--- config.mk ---
export PLATFORM = sky130hd
export DESIGN_NAME = hpc_sqrt_cell
export DESIGN_NICKNAME = d
export VERILOG_FILES = /design/src/rtl/hpc_pkg.sv /design/src/rtl/hpc_sqrt_cell.sv
export SDC_FILE = /design/constraint.sdc
export NUM_CORES = 1
export LEC_CHECK = 0
export ABC_AREA = 1
export BUFFER_PORTS_ARGS = -buffer_cell sky130_fd_sc_hd__buf_2
export CAP_MARGIN = 15
export CORE_ASPECT_RATIO = 1.75
export CORE_MARGIN = 5
export CORE_UTILIZATION = 49
export DETAILED_ROUTE_END_ITERATION = 10
export GPL_TIMING_DRIVEN = 0
export PLACE_DENSITY = 0.87
export SLEW_MARGIN = 10
export SYNTH_ARGS = -nofsm -noshare
export SYNTH_HDL_FRONTEND = slang
export SYNTH_SLANG_ARGS = --single-unit
--- constraint.sdc ---
create_clock -name clk -period 0.8 [get_ports clk]
set_input_delay 0.08 -clock clk [delete_from_list [all_inputs] [get_ports clk]]
set_output_delay 0.08 -clock clk [all_outputs]
set_load 0.01 [all_outputs]
--- src/rtl/hpc_pkg.sv ---
// Shared constants, types and arctangent table of the haversine proximity check
package hpc_pkg;

	localparam int ANGLE_FRAC_BITS = 24;
	localparam int CORDIC_STAGES = 24;
	localparam int CW = 34;
	localparam int KW = 5;
	localparam int SQ_STEPS = 31;
	localparam int SQ_RAD_W = 2 * SQ_STEPS;
	localparam int SQ_REM_W = SQ_STEPS + 2;
	localparam int DIST_W = 29;
	localparam int RAD_W = 23;
	localparam int IDX_W = 2;
	localparam logic [DIST_W-1:0] DIST_MAX = '1;
	localparam logic [DIST_W-1:0] ALERT_RST = 29'd1600;
	localparam logic [RAD_W-1:0] RADIUS_RST = 23'd6371000;
	localparam logic signed [CW-1:0] GAIN_INV = 34'sd652032874;
	localparam logic [26:0] DEG_TO_RAD = 27'd74961321;

	typedef logic signed [CW-1:0] cw_t;

	typedef enum logic [IDX_W-1:0] {
		REG_ALERT  = 2'd0,
		REG_RADIUS = 2'd1
	} reg_idx_t;

	typedef struct packed {
		logic v;
		cw_t x;
		cw_t y;
		cw_t z;
		logic [1:0] quad;
	} rot_t;

	typedef struct packed {
		logic v;
		cw_t x;
		cw_t y;
		cw_t z;
	} vec_t;

	typedef struct packed {
		logic v;
		logic [SQ_RAD_W-1:0] rad;
		logic [SQ_REM_W-1:0] rem;
		logic [SQ_STEPS-1:0] root;
	} sq_t;

	function automatic cw_t atan_q30(input logic [KW-1:0] k);
		cw_t r;
		case (k)
			5'd0:    r = 34'sh03243F6A8;
			5'd1:    r = 34'sh01DAC6705;
			5'd2:    r = 34'sh00FADBAFC;
			5'd3:    r = 34'sh007F56EA6;
			5'd4:    r = 34'sh003FEAB76;
			5'd5:    r = 34'sh001FFD55B;
			5'd6:    r = 34'sh000FFFAAA;
			5'd7:    r = 34'sh0007FFF55;
			5'd8:    r = 34'sh0003FFFEA;
			5'd9:    r = 34'sh0001FFFFD;
			5'd10:   r = 34'sh0000FFFFF;
			5'd11:   r = 34'sh00007FFFF;
			5'd12:   r = 34'sh00003FFFF;
			5'd13:   r = 34'sh00001FFFF;
			5'd14:   r = 34'sh00000FFFF;
			5'd15:   r = 34'sh000007FFF;
			5'd16:   r = 34'sh000003FFF;
			5'd17:   r = 34'sh000001FFF;
			5'd18:   r = 34'sh000000FFF;
			5'd19:   r = 34'sh0000007FF;
			5'd20:   r = 34'sh0000003FF;
			5'd21:   r = 34'sh0000001FF;
			5'd22:   r = 34'sh0000000FF;
			5'd23:   r = 34'sh00000007F;
			5'd24:   r = 34'sh00000003F;
			5'd25:   r = 34'sh00000001F;
			5'd26:   r = 34'sh00000000F;
			5'd27:   r = 34'sh000000008;
			5'd28:   r = 34'sh000000004;
			5'd29:   r = 34'sh000000002;
			5'd30:   r = 34'sh000000001;
			default: r = '0;
		endcase
		return r;
	endfunction

endpackage

--- src/rtl/hpc_sqrt_cell.sv ---
// One digit of a restoring integer square root: two radicand bits in, one root bit out
module hpc_sqrt_cell (
	input  logic           clk,
	input  logic           arst_n,
	input  logic           en,
	input  hpc_pkg::sq_t   d,
	output hpc_pkg::sq_t   q
);

	localparam int RDW = hpc_pkg::SQ_RAD_W;
	localparam int RMW = hpc_pkg::SQ_REM_W;
	localparam int NQ = hpc_pkg::SQ_STEPS;

	logic [RMW+1:0] cur, trial;
	logic [RMW-1:0] rem_n, rem_q;
	logic [NQ-1:0] root_n, root_q;
	logic [RDW-1:0] rad_q;
	logic v_q;

	always_comb begin
		cur = {d.rem, d.rad[RDW-1 -: 2]};
		trial = {2'b00, d.root, 2'b01};
		if (cur >= trial) begin
			rem_n = RMW'(cur - trial);
			root_n = {d.root[NQ-2:0], 1'b1};
		end else begin
			rem_n = RMW'(cur);
			root_n = {d.root[NQ-2:0], 1'b0};
		end
	end

	always_ff @(posedge clk or negedge arst_n) begin
		if (!arst_n) begin
			v_q <= 1'b0;
		end else if (en) begin
			v_q <= d.v;
		end
	end

	always_ff @(posedge clk) begin
		if (en) begin
			rad_q <= {d.rad[RDW-3:0], 2'b00};
			rem_q <= rem_n;
			root_q <= root_n;
		end
	end

	assign q = '{v: v_q, rad: rad_q, rem: rem_q, root: root_q};

endmodule

==> out/qor.yml <==
syn-cell-area_um2: 7101
cellPowerDensity_nw_per_um2: 1966
hold_viol: 1
coreArea_um2: 14300
fin_crit_ns: 1.719
area_delta_synth_final_pct: 66.12
crit_cells: 16
grt_pass1_vias: 7840
firstDrtPassIters: 8
crit_path_frequent_cell: "nand2_1"
clock_latency_ns: 0.44
vdd_drop_max_mv: 1.570
numCtsBuffers: 17
final_net_count: 1397
antenna_found_initial: 4
skew_ns: 0
fin_area_um2: 11800
yosysTopAreaCell: "edfxtp_1"
gr-total-overflow: 0
hp-class: "in2reg"
finalCritPeriodShare: 2.148
yosysWarnings: 0
h-tree-depth: 4
dp_hpwl_um: 18150
cpMaxStageDelayCell: "ha_4"
initial_utilization: 0.4967
synth_cell_types: 34
yosys_register_bits: 125
clk_pin_slew_ns: 0.07
start_kind: "primary input"
synth_most_common_cell: "nand2_1"
cts_tree: "done"
placed_area_um2: 9134
worst_ep_arrival_time_ns: 1.89
die-area_um2: 17090
dr.first_iter.drc_count: 1153
critPathMaxFanout: 7
fmax_mhz: 581.8
ff2ff_setup_slack_ns: -0.25
rsz0062_at_grt: "yes"
vias: 8178
ys_seq_area_frac: 0.5279
cts.path.max_buffers: 2
drv_slew: 0
syn_area_per_cell_um2: 8.702
crit_path_end_kind: "register"
drive_above_1_share: 0.4483
crit_path_max_incr_delay_ns: 0.24
finalSetupViolCount: 160
worst_slack_ns: -0.9187
wl_um: 34270
drc: 0
stdcell_count: 1431
place_inst: 1252
die_h_um: 169.2
ff2ff_path_depth: 3
gp_congestion: 0.9312
regArea_um2: 3749
cp.required_ns: 0.97
crit_family: "simple AND/OR/NAND/NOR gates"
grt_util_all_layers: 0.3215
ys_async_sr_fraction: 0.008000
synth_top_flop_cell: "edfxtp_1"
synth_top_area_frac: 0.5244
nFillCells: 709
leakagePower_nw: 5.749
violations: "negative hold slack, negative setup slack"
reg2reg_to: "v_q"
drv_cap: 0
placementRows: 58
wl_per_cell_um: 23.95
crit_start: "d[6]"
cp_num_buf_inv: 4
die_w_um: 101.0
ant_nets: 0
grt_pass1_wl_um: 41460
status: "complete, but fails checks"
path_cells: "buf_6 -> inv_2 -> ha_4 -> nand2_1 -> nand2_2 -> nand2_1 -> nand2_2 -> inv_2 -> nand2_1 -> nand2_1 -> nand3_2 -> nand2_4 -> nand2_8 -> buf_8 -> nand2_1 -> nand2_1"
port_buffers: 254
setup.worst_path.end: "rem_q[10]"
avgViaCountPerCell: 5.715
root_buffer: "clkbuf_16"
whs_ns: -0.001635
rr_startpoint: "v_q"
critical_path_class: "in2reg"
yosys-top-cells-area: "edfxtp_1, nand2_1, inv_1"
io_pins: 257
synth_edf_count: 124
synthCells: 816
clock_sinks: 125
grt_max_degree: 91
multiInputGateArea_um2: 3623
synth_common_cells: "nand2_1, inv_1, edfxtp_1"
-- metal layers --
| metal | up-vias | GRT usage | wire length, µm |
|---|---|---|---|
| li1 | 3444 | - | - |
| met1 | 3658 | 0.3061 | 10040 |
| met2 | 787 | 0.6023 | 16730 |
| met3 | 289 | 0.06787 | 4174 |
| met4 | 0 | 0.2078 | 3322 |
| met5 | - | 0 | 0 |
-- cells by family (layout without fill, tap and decap cells) --
group           Yosys count  in the layout  synth area share
xor+xnor                 14             14           0.01727
simple gates            442            443            0.2763
fa+ha+maj                33             33           0.05815
compound gates           24             24           0.01762
mux                       1              1          0.001586
other cells               1              6         0.0005281
buf+inv                 176            605            0.1006
flops                   125            125            0.5279
-- power by group --
group	switching [mW]	internal (mW)
sequential	0.266	7.99
clock	3.48	4.98
combinational	3.74	2.73
total	7.48	15.7
-- timing repair --
action / CTS / global route
gates resized for setup: 118 / 83
endpoints found under the hold margin: 94 / 0
endpoints found under the setup margin: 160 / 189
pin swaps: 32 / 36
buffers inserted: 32 / 13
hold buffers: 95 / 0
cloned: 2 / 3
-- worst min-delay path, delay by kind of cell --
kind,cells,cell delay [ns]
simple gates,2,0.15
buf+inv,1,0.11
-- how the worst min path moves through the flow --
stage	from	endpoint	slack, ns	cells after the start
5_1_grt	d[49]	rem_q[20]	0.02	3
4_1_cts	d[34]	rem_q[5]	0.003	3
6_report	d[60]	rem_q[31]	-0.002	3
3_5_place_dp	arst_n	v_q	-0.14	1
2_1_floorplan	arst_n	v_q	-0.22	0
3_3_place_gp	arst_n	v_q	-0.15	1
-- state kept, by name, summed over array words and instances, names as in the netlist --
name	count
v_q	1
rem_q	33
root_q	31
rad_q	60
-- cell type report --
| cell class | instances | share of cell area |
|---|---|---|
| sequential | 125 | 0.3178 |
| multi-input combinational | 517 | 0.3072 |
| timing repair buffer | 397 | 0.2388 |
| inverter | 164 | 0.05283 |
| clock buffer | 18 | 0.03638 |
| tap | 180 | 0.01909 |
| clock inverter | 14 | 0.01528 |
| buffer | 12 | 0.01177 |
| antenna | 4 | 0.0008486 |
-- cell usage in the layout (no fill, tap or decap), types with 2 or more instances in the layout --
cell type,n
a21oi_2,3
inv_4,3
nand3b_1,9
buf_4,44
nand2_2,52
nand2_4,34
buf_12,4
conb_1,2
nand3_2,16
nor2_1,27
nand3_4,5
dlygate4sd3_1,95
a21oi_1,16
xor2_1,13
ha_4,31
edfxtp_1,124
nor3_2,2
nand4_1,5
nor2_4,11
inv_1,118
bufinv_16,3
buf_2,235
inv_6,6
nand2_1,210
buf_8,3
inv_2,43
clkinv_2,2
nor2_2,5
a21oi_4,2
clkbuf_16,20
nand3_1,52
and2_1,3
buf_6,24
nor3_1,6
diode_2,4
ha_1,2
nand2_8,2
-- stage by stage --
step	util	total power, mW	TNS, ns	setup WS, ns
3_3_place_gp	0.6365	12.59	-246.79	-1.782
5_1_grt	0.8250	23.77	-64.18	-1.010
6_report	0.8250	23.18	-60.12	-0.9187
4_1_cts	0.7926	21.78	-47.64	-0.6650
3_5_place_dp	0.6389	12.72	-76.40	-1.283
2_1_floorplan	-	10.90	-25.23	-0.7560
No activity file was read; power rests on OpenSTA's default activity.
