--- src/rtl/hpc_pkg.sv ---
// Shared constants, types and arctangent table of the haversine proximity check
package hpc_pkg;

	localparam int ANGLE_FRAC_BITS = 24;
	localparam int CORDIC_STAGES = 24;
	localparam int CW = 34;
	localparam int KW = 5;
	localparam int SQ_STEPS = 31;
	localparam int SQ_RAD_W = 2 * SQ_STEPS;
	localparam int SQ_REM_W = SQ_STEPS + 2;
	localparam int DIST_W = 29;
	localparam int RAD_W = 23;
	localparam int IDX_W = 2;
	localparam logic [DIST_W-1:0] DIST_MAX = '1;
	localparam logic [DIST_W-1:0] ALERT_RST = 29'd1600;
	localparam logic [RAD_W-1:0] RADIUS_RST = 23'd6371000;
	localparam logic signed [CW-1:0] GAIN_INV = 34'sd652032874;
	localparam logic [26:0] DEG_TO_RAD = 27'd74961321;

	typedef logic signed [CW-1:0] cw_t;

	typedef enum logic [IDX_W-1:0] {
		REG_ALERT  = 2'd0,
		REG_RADIUS = 2'd1
	} reg_idx_t;

	typedef struct packed {
		logic v;
		cw_t x;
		cw_t y;
		cw_t z;
		logic [1:0] quad;
	} rot_t;

	typedef struct packed {
		logic v;
		cw_t x;
		cw_t y;
		cw_t z;
	} vec_t;

	typedef struct packed {
		logic v;
		logic [SQ_RAD_W-1:0] rad;
		logic [SQ_REM_W-1:0] rem;
		logic [SQ_STEPS-1:0] root;
	} sq_t;

	function automatic cw_t atan_q30(input logic [KW-1:0] k);
		cw_t r;
		case (k)
			5'd0:    r = 34'sh03243F6A8;
			5'd1:    r = 34'sh01DAC6705;
			5'd2:    r = 34'sh00FADBAFC;
			5'd3:    r = 34'sh007F56EA6;
			5'd4:    r = 34'sh003FEAB76;
			5'd5:    r = 34'sh001FFD55B;
			5'd6:    r = 34'sh000FFFAAA;
			5'd7:    r = 34'sh0007FFF55;
			5'd8:    r = 34'sh0003FFFEA;
			5'd9:    r = 34'sh0001FFFFD;
			5'd10:   r = 34'sh0000FFFFF;
			5'd11:   r = 34'sh00007FFFF;
			5'd12:   r = 34'sh00003FFFF;
			5'd13:   r = 34'sh00001FFFF;
			5'd14:   r = 34'sh00000FFFF;
			5'd15:   r = 34'sh000007FFF;
			5'd16:   r = 34'sh000003FFF;
			5'd17:   r = 34'sh000001FFF;
			5'd18:   r = 34'sh000000FFF;
			5'd19:   r = 34'sh0000007FF;
			5'd20:   r = 34'sh0000003FF;
			5'd21:   r = 34'sh0000001FF;
			5'd22:   r = 34'sh0000000FF;
			5'd23:   r = 34'sh00000007F;
			5'd24:   r = 34'sh00000003F;
			5'd25:   r = 34'sh00000001F;
			5'd26:   r = 34'sh00000000F;
			5'd27:   r = 34'sh000000008;
			5'd28:   r = 34'sh000000004;
			5'd29:   r = 34'sh000000002;
			5'd30:   r = 34'sh000000001;
			default: r = '0;
		endcase
		return r;
	endfunction

endpackage

--- src/rtl/hpc_vec_cell.sv ---
// One vectoring-mode CORDIC cell: a single micro-rotation towards the x axis
module hpc_vec_cell (
	input  logic                     clk,
	input  logic                     arst_n,
	input  logic                     en,
	input  logic [hpc_pkg::KW-1:0]   k,
	input  hpc_pkg::vec_t            d,
	output hpc_pkg::vec_t            q
);

	localparam int CW = hpc_pkg::CW;

	hpc_pkg::cw_t xs, ys, at, x_n, y_n, z_n;
	hpc_pkg::cw_t x_q, y_q, z_q;
	logic v_q;

	always_comb begin
		xs = d.x >>> k;
		ys = d.y >>> k;
		at = hpc_pkg::atan_q30(k);
		if (!d.y[CW-1]) begin
			x_n = d.x + ys;
			y_n = d.y - xs;
			z_n = d.z + at;
		end else begin
			x_n = d.x - ys;
			y_n = d.y + xs;
			z_n = d.z - at;
		end
	end

	always_ff @(posedge clk or negedge arst_n) begin
		if (!arst_n) begin
			v_q <= 1'b0;
		end else if (en) begin
			v_q <= d.v;
		end
	end

	always_ff @(posedge clk) begin
		if (en) begin
			x_q <= x_n;
			y_q <= y_n;
			z_q <= z_n;
		end
	end

	assign q = '{v: v_q, x: x_q, y: y_q, z: z_q};

endmodule

--- config.mk ---
export PLATFORM = sky130hd
export DESIGN_NAME = hpc_vec_cell
export DESIGN_NICKNAME = d
export VERILOG_FILES = /design/src/rtl/hpc_pkg.sv /design/src/rtl/hpc_vec_cell.sv
export SDC_FILE = /design/constraint.sdc
export NUM_CORES = 1
export LEC_CHECK = 0
export BUFFER_PORTS_ARGS = -buffer_cell sky130_fd_sc_hd__buf_4
export CAP_MARGIN = 20
export CORE_ASPECT_RATIO = 0.8
export CORE_MARGIN = 5
export CORE_UTILIZATION = 55
export CTS_CLUSTER_SIZE = 20
export DETAILED_ROUTE_END_ITERATION = 8
export PLACE_DENSITY = 0.82
export SKIP_LAST_GASP = 1
export SYNTH_ARGS = -nofsm -noshare
export SYNTH_HDL_FRONTEND = slang
export SYNTH_SLANG_ARGS = --single-unit
--- constraint.sdc ---
create_clock -name clk -period 0.8 [get_ports clk]
set_input_delay 0.16 -clock clk [delete_from_list [all_inputs] [get_ports clk]]
set_output_delay 0.16 -clock clk [all_outputs]
set_load 0.005 [all_outputs]
==> impl_metrics.csv, run 1 <==
group,metric,value,unit
yosys,synthesis.area,15500,um2
placed_design,dpl_worst_slack,-4690,ps
yosys,ys_dominant_reg_cell,"sky130_fd_sc_hd__edfxtp_1",
die,starting_density_of_the_core,0.554,
yosys,synthesis.instances,1734,
yosys,postSynth.asyncResetShare,0.00971,
status,haltStage,"global routing (5_1_grt)",
timing,worst-ep-kind,"register input",
grt,grt_start_max_net_pins,50,
grt,global_route.usage.total,0.732,
die,fp.dieW,198,um
yosys,netlist.top_cell.by_area,"sky130_fd_sc_hd__edfxtp_1",
clock_tree,htreeDepth,3,
yosys,syn_avg_cell_area,8.96,um2
yosys,synth.most_common_cell,"sky130_fd_sc_hd__a21oi_1",
die,die-height,160,um
clock_tree,clockRootBuffer,"sky130_fd_sc_hd__clkbuf_16",
clock_tree,number_of_clock_buffers_inserted_by_tritoncts,9,
yosys,synth_nets,1958,
grt,grt-ovfl-total,30,
yosys,synth_area_leaders,"sky130_fd_sc_hd__edfxtp_1, sky130_fd_sc_hd__mux4_2, sky130_fd_sc_hd__ha_1",
yosys,synth.yosys.seq_area_share,0.199,
clock_tree,maximum_buffer_depth_of_the_clock_tree,2,
status,status,"did not finish",
yosys,synth_top_area_share,0.197,
die,design.portCount,214,
yosys,ys_top_cells_by_count,"sky130_fd_sc_hd__a21oi_1, sky130_fd_sc_hd__nand2_1, sky130_fd_sc_hd__nor2_1, sky130_fd_sc_hd__ha_1, sky130_fd_sc_hd__xnor2_1",
status,run.stop_error,"[ERROR GRT-0232] Routing congestion too high. Check the congestion heatmap in the GUI.",
placed_design,place.gp.congestion,1.08,
placed_design,post-dp-hpwl,56.3,mm
die,num_rows,55,
placed_design,port-buffer-count,213,
yosys,ys_seq_elements,103,
clock_tree,cts_sinks,103,
yosys,post_synth_num_cell_types,96,
yosys,synth.yosys.warnings,0,
timing,grt-worst-endpoint,"x_q[33]$_DFFE_PP_/D",
yosys,synth_edf_count,102,
[cell families after synthesis]
group,Yosys count,share of synthesized area
and+or+nand+nor,484,0.158
buffers and inverters,152,0.0461
adders and majority gates,113,0.0924
DFF,103,0.199
xor gates and xnor gates,169,0.0970
muxes,175,0.179
AOI/OAI and AO/OA,538,0.228
[per-stage QoR]
step	cell area, um2	instances	utilization	hold slack, ps
CTS	24800	3021	0.883	28.4
global placement	22900	2929	0.814	-64.8
detailed placement	22900	2929	0.814	-60.9
floorplan	15900	1734	-	-136
[metal layers]
layer,global-route usage,GRT overflow
met1,0.740,0
met5,0.259,1
met4,0.708,20
met3,0.575,2
met2,0.900,7
[timing repair]
item                       CTS
hold buffers                 1
cloned                       1
setup endpoints to repair  205
hold endpoints to repair     1
pin swaps                  118
resized for setup          222
setup buffers               78
==> run 2: changes to the inputs <==
--- a/config.mk
+++ b/config.mk
@@ -7,12 +7,10 @@
 export LEC_CHECK = 0
 export BUFFER_PORTS_ARGS = -buffer_cell sky130_fd_sc_hd__buf_4
 export CAP_MARGIN = 20
-export CORE_ASPECT_RATIO = 0.8
 export CORE_MARGIN = 5
-export CORE_UTILIZATION = 55
-export CTS_CLUSTER_SIZE = 20
+export CORE_UTILIZATION = 40
 export DETAILED_ROUTE_END_ITERATION = 8
-export PLACE_DENSITY = 0.82
+export PLACE_DENSITY_LB_ADDON = 0.15
 export SKIP_LAST_GASP = 1
 export SYNTH_ARGS = -nofsm -noshare
 export SYNTH_HDL_FRONTEND = slang
==> impl_metrics.csv, run 2 <==
group,metric,value,unit
hold_path,hp-class,"primary input to async pin",
grt,grt_pass1_wl,106,mm
placed_design,post-dp-hpwl,56.0,mm
pwr,max-vdd-ir-drop,1.26,mV
yosys,synth.yosys.warnings,0,
routing,wire_per_inst,21.8,um
worst_setup_path,start_kind,"primary input",
yosys,syn_avg_cell_area,8.96,um2
final_layout,largest_registers_ranked_by_flip_flop_count,"x_q x34, y_q x34, z_q x34",
yosys,synth.yosys.seq_area_share,0.199,
worst_setup_path,critical-path-slowest-cell,"sky130_fd_sc_hd__a21oi_1",
grt,grt_start_max_net_pins,58,
routing,detail_route.vias_per_cell,5.79,
pwr,power.total,40.1,mW
worst_setup_path,type_of_destination_of_the_critical_path,"flip-flop",
final_layout,most-common-layout-cells,"sky130_fd_sc_hd__buf_4, sky130_fd_sc_hd__nand2_1, sky130_fd_sc_hd__a21oi_1",
die,die-height,207,um
grt,grt_antenna_before_repair,0,
routing,detail_route.wirelength,70.5,mm
worst_setup_path,worstPathArrival,4980,ps
timing,finClkSkew,0,ps
timing,finalWorstSetupSlack,-4050,ps
final_layout,post_route_cells_drive_above_1_share,0.522,
final_layout,final_non_filler_cell_area,25800,um2
clock_tree,cts_tree,"built",
final_layout,ant_diodes,0,
grt,global_route.usage.total,0.309,
yosys,ys_dominant_reg_cell,"sky130_fd_sc_hd__edfxtp_1",
final_layout,layoutNonFillerInstCount,3227,
yosys,postSynth.asyncResetShare,0.00971,
timing,fin_worst_hold_slack,87.8,ps
routing,first_pass_iters,6,
worst_setup_path,critical_path_class,"primary input to flip-flop",
grt,first_global_vias,18800,
clock_tree,number_of_clock_buffers_inserted_by_tritoncts,9,
worst_setup_path,worstPathBufferInverterCount,6,
yosys,synth_top_area_share,0.197,
final_layout,final_common_cell,"sky130_fd_sc_hd__buf_4",
placed_design,port-buffer-count,213,
timing,finalSetupViolations,205,
status,status,"finished with violations",
worst_setup_path,worst_path_dominant_cell_family,"compound AO/OA/AOI/OAI gates",
placed_design,placed_cell_area,23300,um2
clock_tree,clock_latency,400,ps
yosys,post_synth_num_cell_types,96,
clock_tree,maximum_buffer_depth_of_the_clock_tree,2,
yosys,ys_seq_elements,103,
die,core_area,38600,um2
worst_setup_path,critPathMaxStageDelay,480,ps
die,fp.dieW,207,um
timing,timing.fmax,206,MHz
routing,drt-initial-drc-count,1505,
die,design.portCount,214,
clock_tree,cts_sinks,103,
worst_setup_path,crit_path_max_fanout,6,
placed_design,place.gp.congestion,1.02,
timing,maxSlewHeadroom,0.410,
yosys,synth_nets,1958,
yosys,synthesis.area,15500,um2
yosys,ys_top_cells_by_count,"sky130_fd_sc_hd__a21oi_1, sky130_fd_sc_hd__nand2_1, sky130_fd_sc_hd__nor2_1, sky130_fd_sc_hd__ha_1, sky130_fd_sc_hd__xnor2_1",
die,num_rows,72,
status,violations,"setup timing",
timing,setup_repair_after_global_routing_missed_its_margin,"true",
worst_setup_path,reg2regPathDepth,1,
timing,maxSlewViolCount,0,
die,starting_density_of_the_core,0.403,
final_layout,flow.area_growth_from_synthesis,65.7,%
final_layout,final_net_count,2928,
timing,max_slew.worst_pin.slew,885,ps
routing,detailroute.via_count,18700,
yosys,synth.most_common_cell,"sky130_fd_sc_hd__a21oi_1",
routing,drc,0,
yosys,synthesis.instances,1734,
worst_setup_path,crit_top_cell,"sky130_fd_sc_hd__buf_4",
yosys,netlist.top_cell.by_area,"sky130_fd_sc_hd__edfxtp_1",
clock_tree,clk_transition_reported_paths,80,ps
clock_tree,clockRootBuffer,"sky130_fd_sc_hd__clkbuf_16",
timing,count_of_endpoints_failing_hold_in_the_final_timing_report,0,
die,design.die.area,42900,um2
pwr,p_per_area,1560,nW/um2
timing,final_period_minus_worst_setup_slack,4850,ps
clock_tree,htreeDepth,3,
pwr,leakagePower,11.6,nW
yosys,synth_area_leaders,"sky130_fd_sc_hd__edfxtp_1, sky130_fd_sc_hd__mux4_2, sky130_fd_sc_hd__ha_1",
yosys,synth_edf_count,102,
timing,period_share,6.06,
placed_design,post-place-cells,3108,
routing,final_antenna_net_count,0,
job,maxCapViolations,0,
worst_setup_path,worstPathRequired,940,ps
worst_setup_path,path_cells,"buf_4 -> buf_4 -> mux2i_1 -> a22oi_1 -> a21oi_1 -> o21ai_0 -> nand2b_1 -> buf_4 -> nor3_2 -> buf_6 -> buf_4 -> a21oi_2 -> xnor2_2 -> ha_4 -> nand3_2 -> nand2_2 -> nor3_4 -> a21oi_4 -> o41ai_2 -> buf_4 -> o211ai_1 -> a311oi_1 -> o21bai_1 -> xnor3_1",
grt,grt-ovfl-total,0,
worst_setup_path,cp.depth,24,
run 2: cell counts after synthesis:
Identical to the previous run, type by type.
run 2: metrics by stage:
stage / setup slack, ps / TNS, ps / utilization
after floorplan: -4150 / -330200 / -
after global placement: -4600 / -388360 / 0.604
after detailed placement: -4660 / -392450 / 0.604
after CTS: -3880 / -348410 / 0.642
after global routing: -4130 / -371590 / 0.668
final: -4050 / -350600 / 0.668
run 2: final cells by class:
class	instances	area [um2]
well taps	518	648
fillers	3209	12800
repair buffers	1064	8480
clock inverters	6	70.1
multi-input cells	1479	13100
inverters	47	176
clock buffers	10	229
flip-flops and latches	103	3090
run 2: repair_timing:
item,4_1_cts,5_1_grt
pin swaps,98,68
hold endpoints to repair,2,0
gates resized for setup,146,126
buffers inserted,64,43
hold buffers,2,0
gates cloned,1,2
setup endpoints to repair,205,205
run 2: cells by family (layout without fill, tap and decap cells):
family | after synthesis | in the layout | share of synthesized area
buf+inv | 152 | 1127 | 0.0461
flops | 103 | 103 | 0.199
xor+xnor | 169 | 169 | 0.0970
fa+ha+maj | 113 | 113 | 0.0924
compound gates | 538 | 538 | 0.228
simple gates | 484 | 484 | 0.158
mux | 175 | 175 | 0.179
run 2: worst paths after layout:
| kind | start | end | slack, ps |
|---|---|---|---|
| worst min-delay path | arst_n | v_q$_DFFE_PN0P_ | 90 |
| min in group clk | d[1] | z_q[1]$_DFFE_PP_ | 130 |
| worst min register to register | v_q$_DFFE_PN0P_ | v_q$_DFFE_PN0P_ | 520 |
| worst max-delay path | k[3] | x_q[33]$_DFFE_PP_ | -4050 |
| max in group asynchronous | arst_n | v_q$_DFFE_PN0P_ | 630 |
| worst max register to register | v_q$_DFFE_PN0P_ | v_q$_DFFE_PN0P_ | 60 |
run 2: per-layer routing:
metal	GRT usage	vias up	part of all wire
met5	0	-	0
met4	0.120	0	0.042
met3	0.0415	170	0.065
met2	0.527	767	0.49
met1	0.399	9068	0.41
li1	-	8667	-
run 2: where the power goes:
part | total, mW | switching (mW) | internal [mW] | leakage, nW
sequential | 8.37 | 0.392 | 7.98 | 1.01
clock | 4.82 | 2.37 | 2.45 | 0.141
combinational | 26.9 | 12.6 | 14.3 | 10.5
total | 40.1 | 15.4 | 24.7 | 11.6
Power figures use the tool's default switching activity.
